`config.mk`:
```
export PLATFORM = sky130hd
export DESIGN_NAME = sensor_reply_frame_checker_core
export DESIGN_NICKNAME = d
export VERILOG_FILES = /design/src/design/srfc_pkg.sv /design/src/design/sensor_reply_frame_checker_core.sv
export SDC_FILE = /design/constraint.sdc
export NUM_CORES = 1
export LEC_CHECK = 0
export ABC_AREA = 0
export CAP_MARGIN = 20
export CORE_MARGIN = 2
export CORE_UTILIZATION = 30
export DETAILED_ROUTE_END_ITERATION = 12
export DONT_BUFFER_PORTS = 1
export PLACE_DENSITY = 0.49
export SETUP_SLACK_MARGIN = 0.4
export SLEW_MARGIN = 40
export SYNTH_ARGS = -nofsm -noshare
export SYNTH_HDL_FRONTEND = slang
export SYNTH_SLANG_ARGS = --single-unit
export TNS_END_PERCENT = 100
```
`constraint.sdc`:
```
create_clock -name i_clk -period 2.7 [get_ports i_clk]
set_input_delay 0.54 -clock i_clk [delete_from_list [all_inputs] [get_ports i_clk]]
set_output_delay 0.54 -clock i_clk [all_outputs]
set_load 0.01 [all_outputs]
```
`src/design/srfc_pkg.sv`:
```
`default_nettype none
// ----------------------------------------------------------------------------
// srfc_pkg
// Shared types, constants and the CRC-16 byte update for the reply frame
// checker.
// ----------------------------------------------------------------------------
package srfc_pkg;

    // frame layout
    localparam int unsigned FRAME_LEN   = 8;
    localparam int unsigned CRC_BYTES   = 6;
    localparam int unsigned COUNT_W     = 4;
    localparam int unsigned IDX_W       = $clog2(FRAME_LEN);

    localparam logic [COUNT_W-1:0] COUNT_MAX   = 4'd15;
    localparam logic [COUNT_W-1:0] COUNT_FRAME = 4'd8;
    localparam logic [COUNT_W-1:0] COUNT_LAST  = 4'd7;
    localparam logic [COUNT_W-1:0] COUNT_CRC   = 4'd6;

    // crc-16/modbus
    localparam logic [15:0] CRC_INIT = 16'hFFFF;
    localparam logic [15:0] CRC_POLY = 16'hA001;

    // configuration register indexes
    typedef enum logic [0:0] {
        CFG_FUNC_CODE = 1'b0,
        CFG_DATA_LEN  = 1'b1
    } t_cfg_index;

    localparam logic [7:0] FUNC_CODE_RESET = 8'd3;
    localparam logic [7:0] DATA_LEN_RESET  = 8'd4;

    // result status codes
    typedef enum logic [1:0] {
        ST_OK      = 2'd0,
        ST_LENGTH  = 2'd1,
        ST_CRC     = 2'd2,
        ST_HEADER  = 2'd3
    } t_status;

    // one byte through the reflected crc, bit by bit
    function automatic logic [15:0] crc_byte(input logic [15:0] crc_in,
                                             input logic [7:0]  data);
        logic [15:0] crc;
        crc = crc_in ^ {8'h00, data};
        for (int k = 0; k < 8; k++) begin
            if (crc[0]) begin
                crc = (crc >> 1) ^ CRC_POLY;
            end else begin
                crc = crc >> 1;
            end
        end
        return crc;
    endfunction

endpackage
`default_nettype wire

```
`src/design/sensor_reply_frame_checker_core.sv`:
```
`default_nettype none
// ----------------------------------------------------------------------------
// sensor_reply_frame_checker_core
// Checks the 8-byte reply of a humidity/temperature sensor: length, CRC-16
// and header, and keeps the last good humidity and temperature words.
// ----------------------------------------------------------------------------
// Usage
//   Input channel: one reply byte per beat on i_rx_byte, with i_frame_end
//   high on the last byte of a transfer. A beat is taken when i_in_valid is
//   high and o_in_stall is low.
//   Output channel: one result beat per transfer (status and the latched
//   readings), taken when o_out_valid is high and i_out_stall is low.
//   Config: i_cfg_we with i_cfg_index selects the expected function code
//   (index 0) or the expected data length (index 1); written while idle.
// Timing
//   A byte is held in the input register and is folded into the count,
//   frame store and CRC (one unrolled byte step) when it advances, and the
//   result register is loaded as the last byte advances. One byte per
//   cycle is sustained while no held result stalls a frame end.
// Reset and stalls
//   Reset clears the count, readings and both valid flags and sets the CRC
//   to FFFF; the config registers return to 3 and 4. While a result is held by the receiver,
//   bytes that do not end a frame keep flowing; a frame end waits in the
//   input register and o_in_stall is raised until the output is free.
// ----------------------------------------------------------------------------
module sensor_reply_frame_checker_core (
    input  wire logic                 i_clk,
    input  wire logic                 i_rst_n,
    // config port
    input  wire logic                 i_cfg_we,
    input  wire srfc_pkg::t_cfg_index i_cfg_index,
    input  wire logic [7:0]           i_cfg_data,
    // input channel
    input  wire logic                 i_in_valid,
    output logic                      o_in_stall,
    input  wire logic [7:0]           i_rx_byte,
    input  wire logic                 i_frame_end,
    // output channel
    output logic                      o_out_valid,
    input  wire logic                 i_out_stall,
    output logic [1:0]                o_status,
    output logic [15:0]               o_humidity_raw,
    output logic [15:0]               o_temperature_raw
);
    import srfc_pkg::*;

    // config registers
    logic [7:0] r_func_code;
    logic [7:0] r_data_len;

    // input register
    logic       r_in_valid;
    logic [7:0] r_in_byte;
    logic       r_in_end;

    // frame state
    logic [COUNT_W-1:0] r_count;
    logic [15:0]        r_crc;
    logic [7:0]         r_frame [FRAME_LEN];
    logic [15:0]        r_hum;
    logic [15:0]        r_temp;

    // result register
    logic       r_out_valid;
    t_status    r_status;

    logic               out_free;
    logic               advance;
    logic               in_take;
    logic [COUNT_W-1:0] n_count;
    t_status            n_status;

    // handshake
    assign out_free   = !r_out_valid || !i_out_stall;
    assign advance    = r_in_valid && (!r_in_end || out_free);
    assign o_in_stall = r_in_valid && !advance;
    assign in_take    = i_in_valid && !o_in_stall;

    // saturating count including the current byte
    assign n_count = (r_count < COUNT_MAX) ? r_count + 4'd1 : r_count;

    // frame checks; a full frame ends with the current byte in slot seven
    always_comb begin
        if (n_count != COUNT_FRAME) begin
            n_status = ST_LENGTH;
        end else if (r_frame[COUNT_CRC[IDX_W-1:0]] != r_crc[7:0] ||
                     r_in_byte != r_crc[15:8]) begin
            n_status = ST_CRC;
        end else if (r_frame[0] != r_func_code || r_frame[1] != r_data_len) begin
            n_status = ST_HEADER;
        end else begin
            n_status = ST_OK;
        end
    end

    // config writes
    always_ff @(posedge i_clk) begin
        if (!i_rst_n) begin
            r_func_code <= FUNC_CODE_RESET;
            r_data_len  <= DATA_LEN_RESET;
        end else if (i_cfg_we) begin
            unique case (i_cfg_index)
                CFG_FUNC_CODE: r_func_code <= i_cfg_data;
                CFG_DATA_LEN:  r_data_len  <= i_cfg_data;
                default: ;
            endcase
        end
    end

    // input register
    always_ff @(posedge i_clk) begin
        if (!i_rst_n) begin
            r_in_valid <= 1'b0;
        end else if (in_take) begin
            r_in_valid <= 1'b1;
        end else if (advance) begin
            r_in_valid <= 1'b0;
        end
    end

    always_ff @(posedge i_clk) begin
        if (in_take) begin
            r_in_byte <= i_rx_byte;
            r_in_end  <= i_frame_end;
        end
    end

    // count and crc
    always_ff @(posedge i_clk) begin
        if (!i_rst_n) begin
            r_count <= '0;
            r_crc   <= CRC_INIT;
        end else if (advance) begin
            if (r_in_end) begin
                r_count <= '0;
                r_crc   <= CRC_INIT;
            end else begin
                r_count <= n_count;
                if (r_count < COUNT_CRC) begin
                    r_crc <= crc_byte(r_crc, r_in_byte);
                end
            end
        end
    end

    // frame byte store, no reset
    always_ff @(posedge i_clk) begin
        if (advance && r_count < COUNT_FRAME) begin
            r_frame[r_count[IDX_W-1:0]] <= r_in_byte;
        end
    end

    // latched readings
    always_ff @(posedge i_clk) begin
        if (!i_rst_n) begin
            r_hum  <= '0;
            r_temp <= '0;
        end else if (advance && r_in_end && n_status == ST_OK) begin
            r_hum  <= {r_frame[2], r_frame[3]};
            r_temp <= {r_frame[4], r_frame[5]};
        end
    end

    // result register
    always_ff @(posedge i_clk) begin
        if (!i_rst_n) begin
            r_out_valid <= 1'b0;
        end else if (advance && r_in_end) begin
            r_out_valid <= 1'b1;
        end else if (!i_out_stall) begin
            r_out_valid <= 1'b0;
        end
    end

    always_ff @(posedge i_clk) begin
        if (advance && r_in_end) begin
            r_status <= n_status;
        end
    end

    assign o_out_valid       = r_out_valid;
    assign o_status          = r_status;
    assign o_humidity_raw    = r_hum;
    assign o_temperature_raw = r_temp;

endmodule
`default_nettype wire

```
==> flow_summary.ini, run 1 <==
[status]
status = complete, no violations

[synthesis]
synthDistinctLibCells = 37
seq_area_frac_synth_pct = 63.9
synth_area_per_cell_um2 = 12.5
syn-num-nets = 450
synth_top_flop_cell = dfxtp_1
yosysWarnings = 0
ys_ff_latch = 137
syn_inst = 426
async_flop_share_pct = 0
synth_edf_count = 67
syn-cell-area_mm2 = 0.00534

[floorplanning]
fp-row-count = 48
ioPinCount = 59
die_w_um = 137
die_area_mm2 = 0.0189
core_mm2 = 0.0174
die_h_um = 137
initial_core_util_pct = 30.8

[detailed_routing]
met2_length_um = 5090
ant_nets = 0
vias = 3119
wirelength_um = 11600
drc = 0
route.met3.wl_um = 894
wl_met1_um = 5390
first_pass_iters = 4
drt_iter0_drc = 198
vias_per_cell = 4.55
top_layer = met5
avgRoutedWirePerCell_um = 16.9

[place]
placed_area_mm2 = 0.00569
dpl.hpwl_um = 7810
gp_congestion = 0.757
io_buffers = 0

[run]
drv_cap = 0

[worst_setup_path]
crit_required_ns = 3.00
rr_endpoint = o_humidity_raw[10]$_SDFFE_PN0P_
r2r_slack_ns = 0.52
end_kind = register
r2r_cells = 8
worstPathMaxFanout = 32
path_class = reg -> reg
r2r-start = r_in_byte[3]$_DFFE_PP_
start_kind = register
crit_arrival_ns = 2.48

[final_layout]
mostFrequentLayoutCells = dfxtp_1 (70), edfxtp_1 (67), xnor2_1 (46)
final_common_cell = dfxtp_1
stdcell_area_mm2 = 0.00634
fin_nets = 471
fillers = 1684
regArea_mm2 = 0.00341
drive_gt1_share_pct = 11.7
multi_input_area_mm2 = 0.00184
areaGrowthSynthToFinish_pct = 18.7

[global_routing]
grt_antenna_before_repair = 3
grt_max_degree = 73
track_usage_pct = 13.2
overflow = 0
grt_pass1_vias = 3089
grt_pass1_wl_um = 17800

[power_and_ir_drop]
p_leak_nw = 2.34
power_density_mw_per_mm2 = 772
ir_drop_mv = 0.423

[sta]
max_slew_margin_pct = 57.9
tns_ns = 0
min_period_over_period_pct = 80.6
fmax_mhz = 460
layout_min_cycle_time_ns = 2.18
hold_viol = 0
maxSlewViolCount = 0
setup_viol = 0
tightestPinTransition_ns = 0.632
rsz0062_at_grt = false
finClkSkew_ns = 0.00955

[clock_network]
cts_sinks = 137
cts.clk_slew.worst_paths_ns = 0.06
cts_tree = built
htreeDepth = 4
clockBufferDepth = 2
cts_buffers = 17
clock_tree.root_cell = clkbuf_16
post_cts_resized = 0
clock_latency_ns = 0.42

[worst_hold_path]
worstHoldEndpoint = r_crc[8]$_SDFFE_PN1P_
hold_path_class = in -> reg
min_from = i_rst_n
hold_path_depth = 1
-- through the flow --
stage	cells	total power [W]	hold WS, ns	setup WS (ns)	utilization [%]
global route	685	0.00508	0.178	0.403	36.5
floorplan	426	0.00249	0.448	0.600	-
detailed placement	648	0.00254	0.461	0.430	32.8
finish	686	0.00490	0.206	0.524	36.5
CTS	680	0.00495	0.182	0.414	36.3
global placement	648	0.00254	0.462	0.443	32.8
-- registers in the layout, summed over array words and instances, names as in the netlist --
register and cells:
o_humidity_raw 16, r_in_byte 8, o_out_valid 1, r_in_valid 1, r_in_end 1, r_func_code 8, o_temperature_raw 16, r_count 4
o_status 2, r_frame 56, r_crc 16, r_data_len 8
-- power by group --
part / internal (W) / switching (W) / leakage, nW
clock: 0.00158 / 0.000817 / 0.294
combinational: 0.000126 / 0.000112 / 0.867
sequential: 0.00222 / 0.0000408 / 1.18
total: 0.00393 / 0.000969 / 2.34
-- cells in the mapped netlist (all sizes together), types with 5 or more instances --
| master | number | area share [%] |
|---|---|---|
| a21boi | 14 | 2.0 |
| clkbuf | 17 | 1.2 |
| dfxtp | 70 | 26 |
| edfxtp | 67 | 38 |
| mux2i | 33 | 6.2 |
| nand2 | 45 | 3.2 |
| nand2b | 5 | 0.59 |
| nand3 | 17 | 1.6 |
| nand4 | 8 | 0.94 |
| nor2 | 14 | 0.98 |
| nor2b | 38 | 4.5 |
| o22ai | 15 | 1.8 |
| xnor2 | 47 | 7.8 |
-- cells by family (layout without fill, tap and decap cells) --
logic type | after synthesis | after routing | share of synthesized area [%]
adder cells (fa/ha/maj) | 1 | 1 | 0.234
multiplexers | 33 | 33 | 6.18
AND/OR/NAND/NOR | 137 | 137 | 13.0
AO/OA/AOI/OAI | 43 | 43 | 5.48
buffers and inverters | 23 | 57 | 1.69
other | 0 | 1 | 0
XOR/XNOR | 52 | 52 | 9.49
flip-flops | 137 | 137 | 63.9
-- routing by layer --
layer | global-route usage (%) | vias up
met1 | 17.0 | 1475
met4 | 5.33 | 2
met5 | 0 | -
li1 | - | 1552
met2 | 19.1 | 77
met3 | 6.03 | 13
-- critical path, cell delays in order (launching register included) --
cell and delay [ns]:
edfxtp_1 0.57, xnor2_1 0.27, nand4_1 0.16, nor4_1 0.27, buf_4 0.19, nand3_2 0.09, buf_12 0.23, mux2i_1 0.19
nor2b_1 0.07
-- layout make-up --
type / instances / area share, %
clock inverter: 10 / 2.33
clock buffer: 22 / 7.32
tap: 225 / 4.44
multi-input combinational: 266 / 29.1
antenna: 1 / 0.0395
inverter: 3 / 0.178
timing repair buffer: 22 / 2.80
sequential: 137 / 53.8
-- how the worst max path moves through the flow --
| stage | from | endpoint | slack, ns |
|---|---|---|---|
| floorplan | r_in_end$_DFFE_PP_ | r_frame[0][0]$_DFFE_PP_ | 0.60 |
| global placement | r_in_byte[5]$_DFFE_PP_ | r_crc[0]$_SDFFE_PN1P_ | 0.44 |
| detailed placement | r_in_byte[5]$_DFFE_PP_ | r_crc[0]$_SDFFE_PN1P_ | 0.43 |
| CTS | r_in_byte[5]$_DFFE_PP_ | r_crc[0]$_SDFFE_PN1P_ | 0.41 |
| global route | r_count[1]$_SDFFE_PN0P_ | o_temperature_raw[2]$_SDFFE_PN0P_ | 0.40 |
| finish | r_in_byte[3]$_DFFE_PP_ | o_humidity_raw[10]$_SDFFE_PN0P_ | 0.52 |
-- what timing repair did --
action                                  CTS  global route
endpoints found under the setup margin    0             1
setup buffers                             0             5
hold buffers                              0             0
No activity file was read; power rests on OpenSTA's default activity.
==> inputs of run 2 (changes only) <==
==> constraint.sdc (replaced) <==
create_clock -name i_clk -period 2.2 [get_ports i_clk]
set_input_delay 0.44 -clock i_clk [delete_from_list [all_inputs] [get_ports i_clk]]
set_output_delay 0.44 -clock i_clk [all_outputs]
set_load 0.01 [all_outputs]
==> run 2 against run 1 <==
Against the previous run:
- die area unchanged
- non-clock buffer count up 19
- sequential cell count unchanged
- final cell count up 2.8%
- global-route usage is 0.15 points higher
- largest power group unchanged
- highest routed layer unchanged
==> flow_summary.ini, run 2 (synthesis gave the netlist of run 1 again) <==
[power_and_ir_drop]
p_int_w = 0.00476
ir_drop_mv = 0.570
p_seq_share_pct = 45.6
p_leak_nw = 2.53
power_density_mw_per_mm2 = 907
p_sw_w = 0.00133
swShare_pct = 21.8
comb_power_share_pct = 6.1
clockPowerShare_pct = 48.3
power.total_w = 0.00609

[place]
dp_slack_ns = 0.177
gp_congestion = 0.787
placed_area_mm2 = 0.00577
dpl.hpwl_um = 8250
io_buffers = 0

[sta]
finClkSkew_ns = 0.00704
whs_ns = 0.0889
tns_ns = 0
max_slew_margin_pct = 60.0
hold_viol = 0
tightestPinTransition_ns = 0.599
fmax_mhz = 508
layout_min_cycle_time_ns = 1.97
maxSlewViolCount = 0
rsz0062_at_grt = true
setup_ws_ns = 0.230
min_period_over_period_pct = 89.5
setup_viol = 0

[final_layout]
multi_input_area_mm2 = 0.00200
fin_nets = 490
drive_gt1_share_pct = 20.7
fillers = 1628
regArea_mm2 = 0.00341
mostFrequentLayoutCells = dfxtp_1 (70), edfxtp_1 (67), nand2_1 (45)
largest_reg_flops = 56
areaGrowthSynthToFinish_pct = 25.6
stdcell_area_mm2 = 0.00671
final_common_cell = dfxtp_1

[clock_network]
clock_tree.root_cell = clkbuf_16
clockBufferDepth = 2
cts_buffers = 17
htreeDepth = 4
cts_tree = built
clock_latency_ns = 0.42
cts.clk_slew.worst_paths_ns = 0.06
cts_sinks = 137

[worst_setup_path]
start_kind = register
r2r_slack_ns = 0.23
rr_endpoint = r_crc[0]$_SDFFE_PN1P_
crit_arrival_ns = 2.31
crit_required_ns = 2.54
path_class = reg -> reg
r2r_cells = 6
worstPathMaxFanout = 4
end_kind = register
r2r-start = r_in_byte[0]$_DFFE_PP_

[worst_hold_path]
worstHoldEndpoint = r_crc[1]$_SDFFE_PN1P_
min_from = i_rst_n
hold_path_class = in -> reg
hold_path_depth = 1

[detailed_routing]
vias_per_cell = 4.59
drt_iter0_drc = 144
avgRoutedWirePerCell_um = 17.1
ant_nets = 0
drc = 0
vias = 3234
first_pass_iters = 4
wirelength_um = 12100

[floorplanning]
fp-row-count = 48
die_w_um = 137
ioPinCount = 59
die_h_um = 137
core_mm2 = 0.0174
die_area_mm2 = 0.0189
initial_core_util_pct = 30.8

[global_routing]
track_usage_pct = 13.3
overflow = 0
grt_pass1_wl_um = 18100
grt_antenna_before_repair = 2
grt_max_degree = 73
grt_pass1_vias = 3248

[status]
status = complete, no violations

[run]
drv_cap = 0
## run 2: changes by cell type in the layout (fill, tap and decap cells not counted), sizes merged
cell      previous run  this run
bufinv               4         1
buf                 22        39
clkinvlp             1         4
clkbuf              22        23
inv                  3         4
## run 2: worst max path at each step
stage,slack [ns],startpoint,depth (start not counted),to
after floorplan,0.29,r_in_end$_DFFE_PP_,5,r_frame[2][0]$_DFFE_PP_
after global routing,0.16,r_in_byte[0]$_DFFE_PP_,6,r_crc[0]$_SDFFE_PN1P_
after CTS,0.24,r_in_byte[0]$_DFFE_PP_,8,o_humidity_raw[3]$_SDFFE_PN0P_
final,0.23,r_in_byte[0]$_DFFE_PP_,6,r_crc[0]$_SDFFE_PN1P_
after global placement,0.17,r_in_byte[0]$_DFFE_PP_,6,r_crc[0]$_SDFFE_PN1P_
after detailed placement,0.18,r_in_byte[1]$_DFFE_PP_,6,r_crc[0]$_SDFFE_PN1P_
## run 2: layer usage
| layer | wire [um] | global-route usage, % |
|---|---|---|
| met2 | 5450 | 20.2 |
| met4 | 193 | 6.30 |
| met3 | 687 | 4.78 |
| met5 | 11 | 0 |
| met1 | 5720 | 16.9 |
## run 2: cell type report
| class | instances | share of cell area (%) |
|---|---|---|
| diodes | 1 | 0.0373 |
| repair buffers | 41 | 5.59 |
| inverters | 3 | 0.168 |
| flip-flops and latches | 137 | 50.9 |
| clock buffers | 21 | 7.83 |
| well taps | 225 | 4.20 |
| clock inverters | 11 | 1.57 |
| multi-input cells | 266 | 29.7 |
## run 2: what timing repair did
item / 4_1_cts / 5_1_grt
pin swaps: 4 / 9
setup endpoints to repair: 68 / 67
gates cloned: 0 / 3
hold buffers: 0 / 0
gates resized for setup: 8 / 10
endpoints found under the hold margin: 0 / 0
setup buffers: 11 / 4
## run 2: power by group through the flow
| stage | Clock, W | Combinational (W) | Sequential (W) |
|---|---|---|---|
| after floorplan | 0 | 0.000241 | 0.00282 |
| after global placement | 0 | 0.000294 | 0.00283 |
| after global routing | 0.00312 | 0.000401 | 0.00278 |
| after detailed placement | 0 | 0.000295 | 0.00283 |
| after CTS | 0.00300 | 0.000339 | 0.00277 |
| final | 0.00294 | 0.000373 | 0.00277 |
## run 2: stage by stage
stage                     utilization, %  cells
final                               38.7    705
after global routing                38.6    704
after CTS                           37.8    697
after detailed placement            33.2    654
after global placement              33.2    654
after floorplan                        -    426
## run 2: worst max-delay path, stage by stage (launching register included)
cell,delay (ns)
edfxtp_1,0.54
xnor2_2,0.28
xnor2_2,0.16
xnor3_2,0.51
xnor2_4,0.20
nor2_1,0.07
a211oi_2,0.13
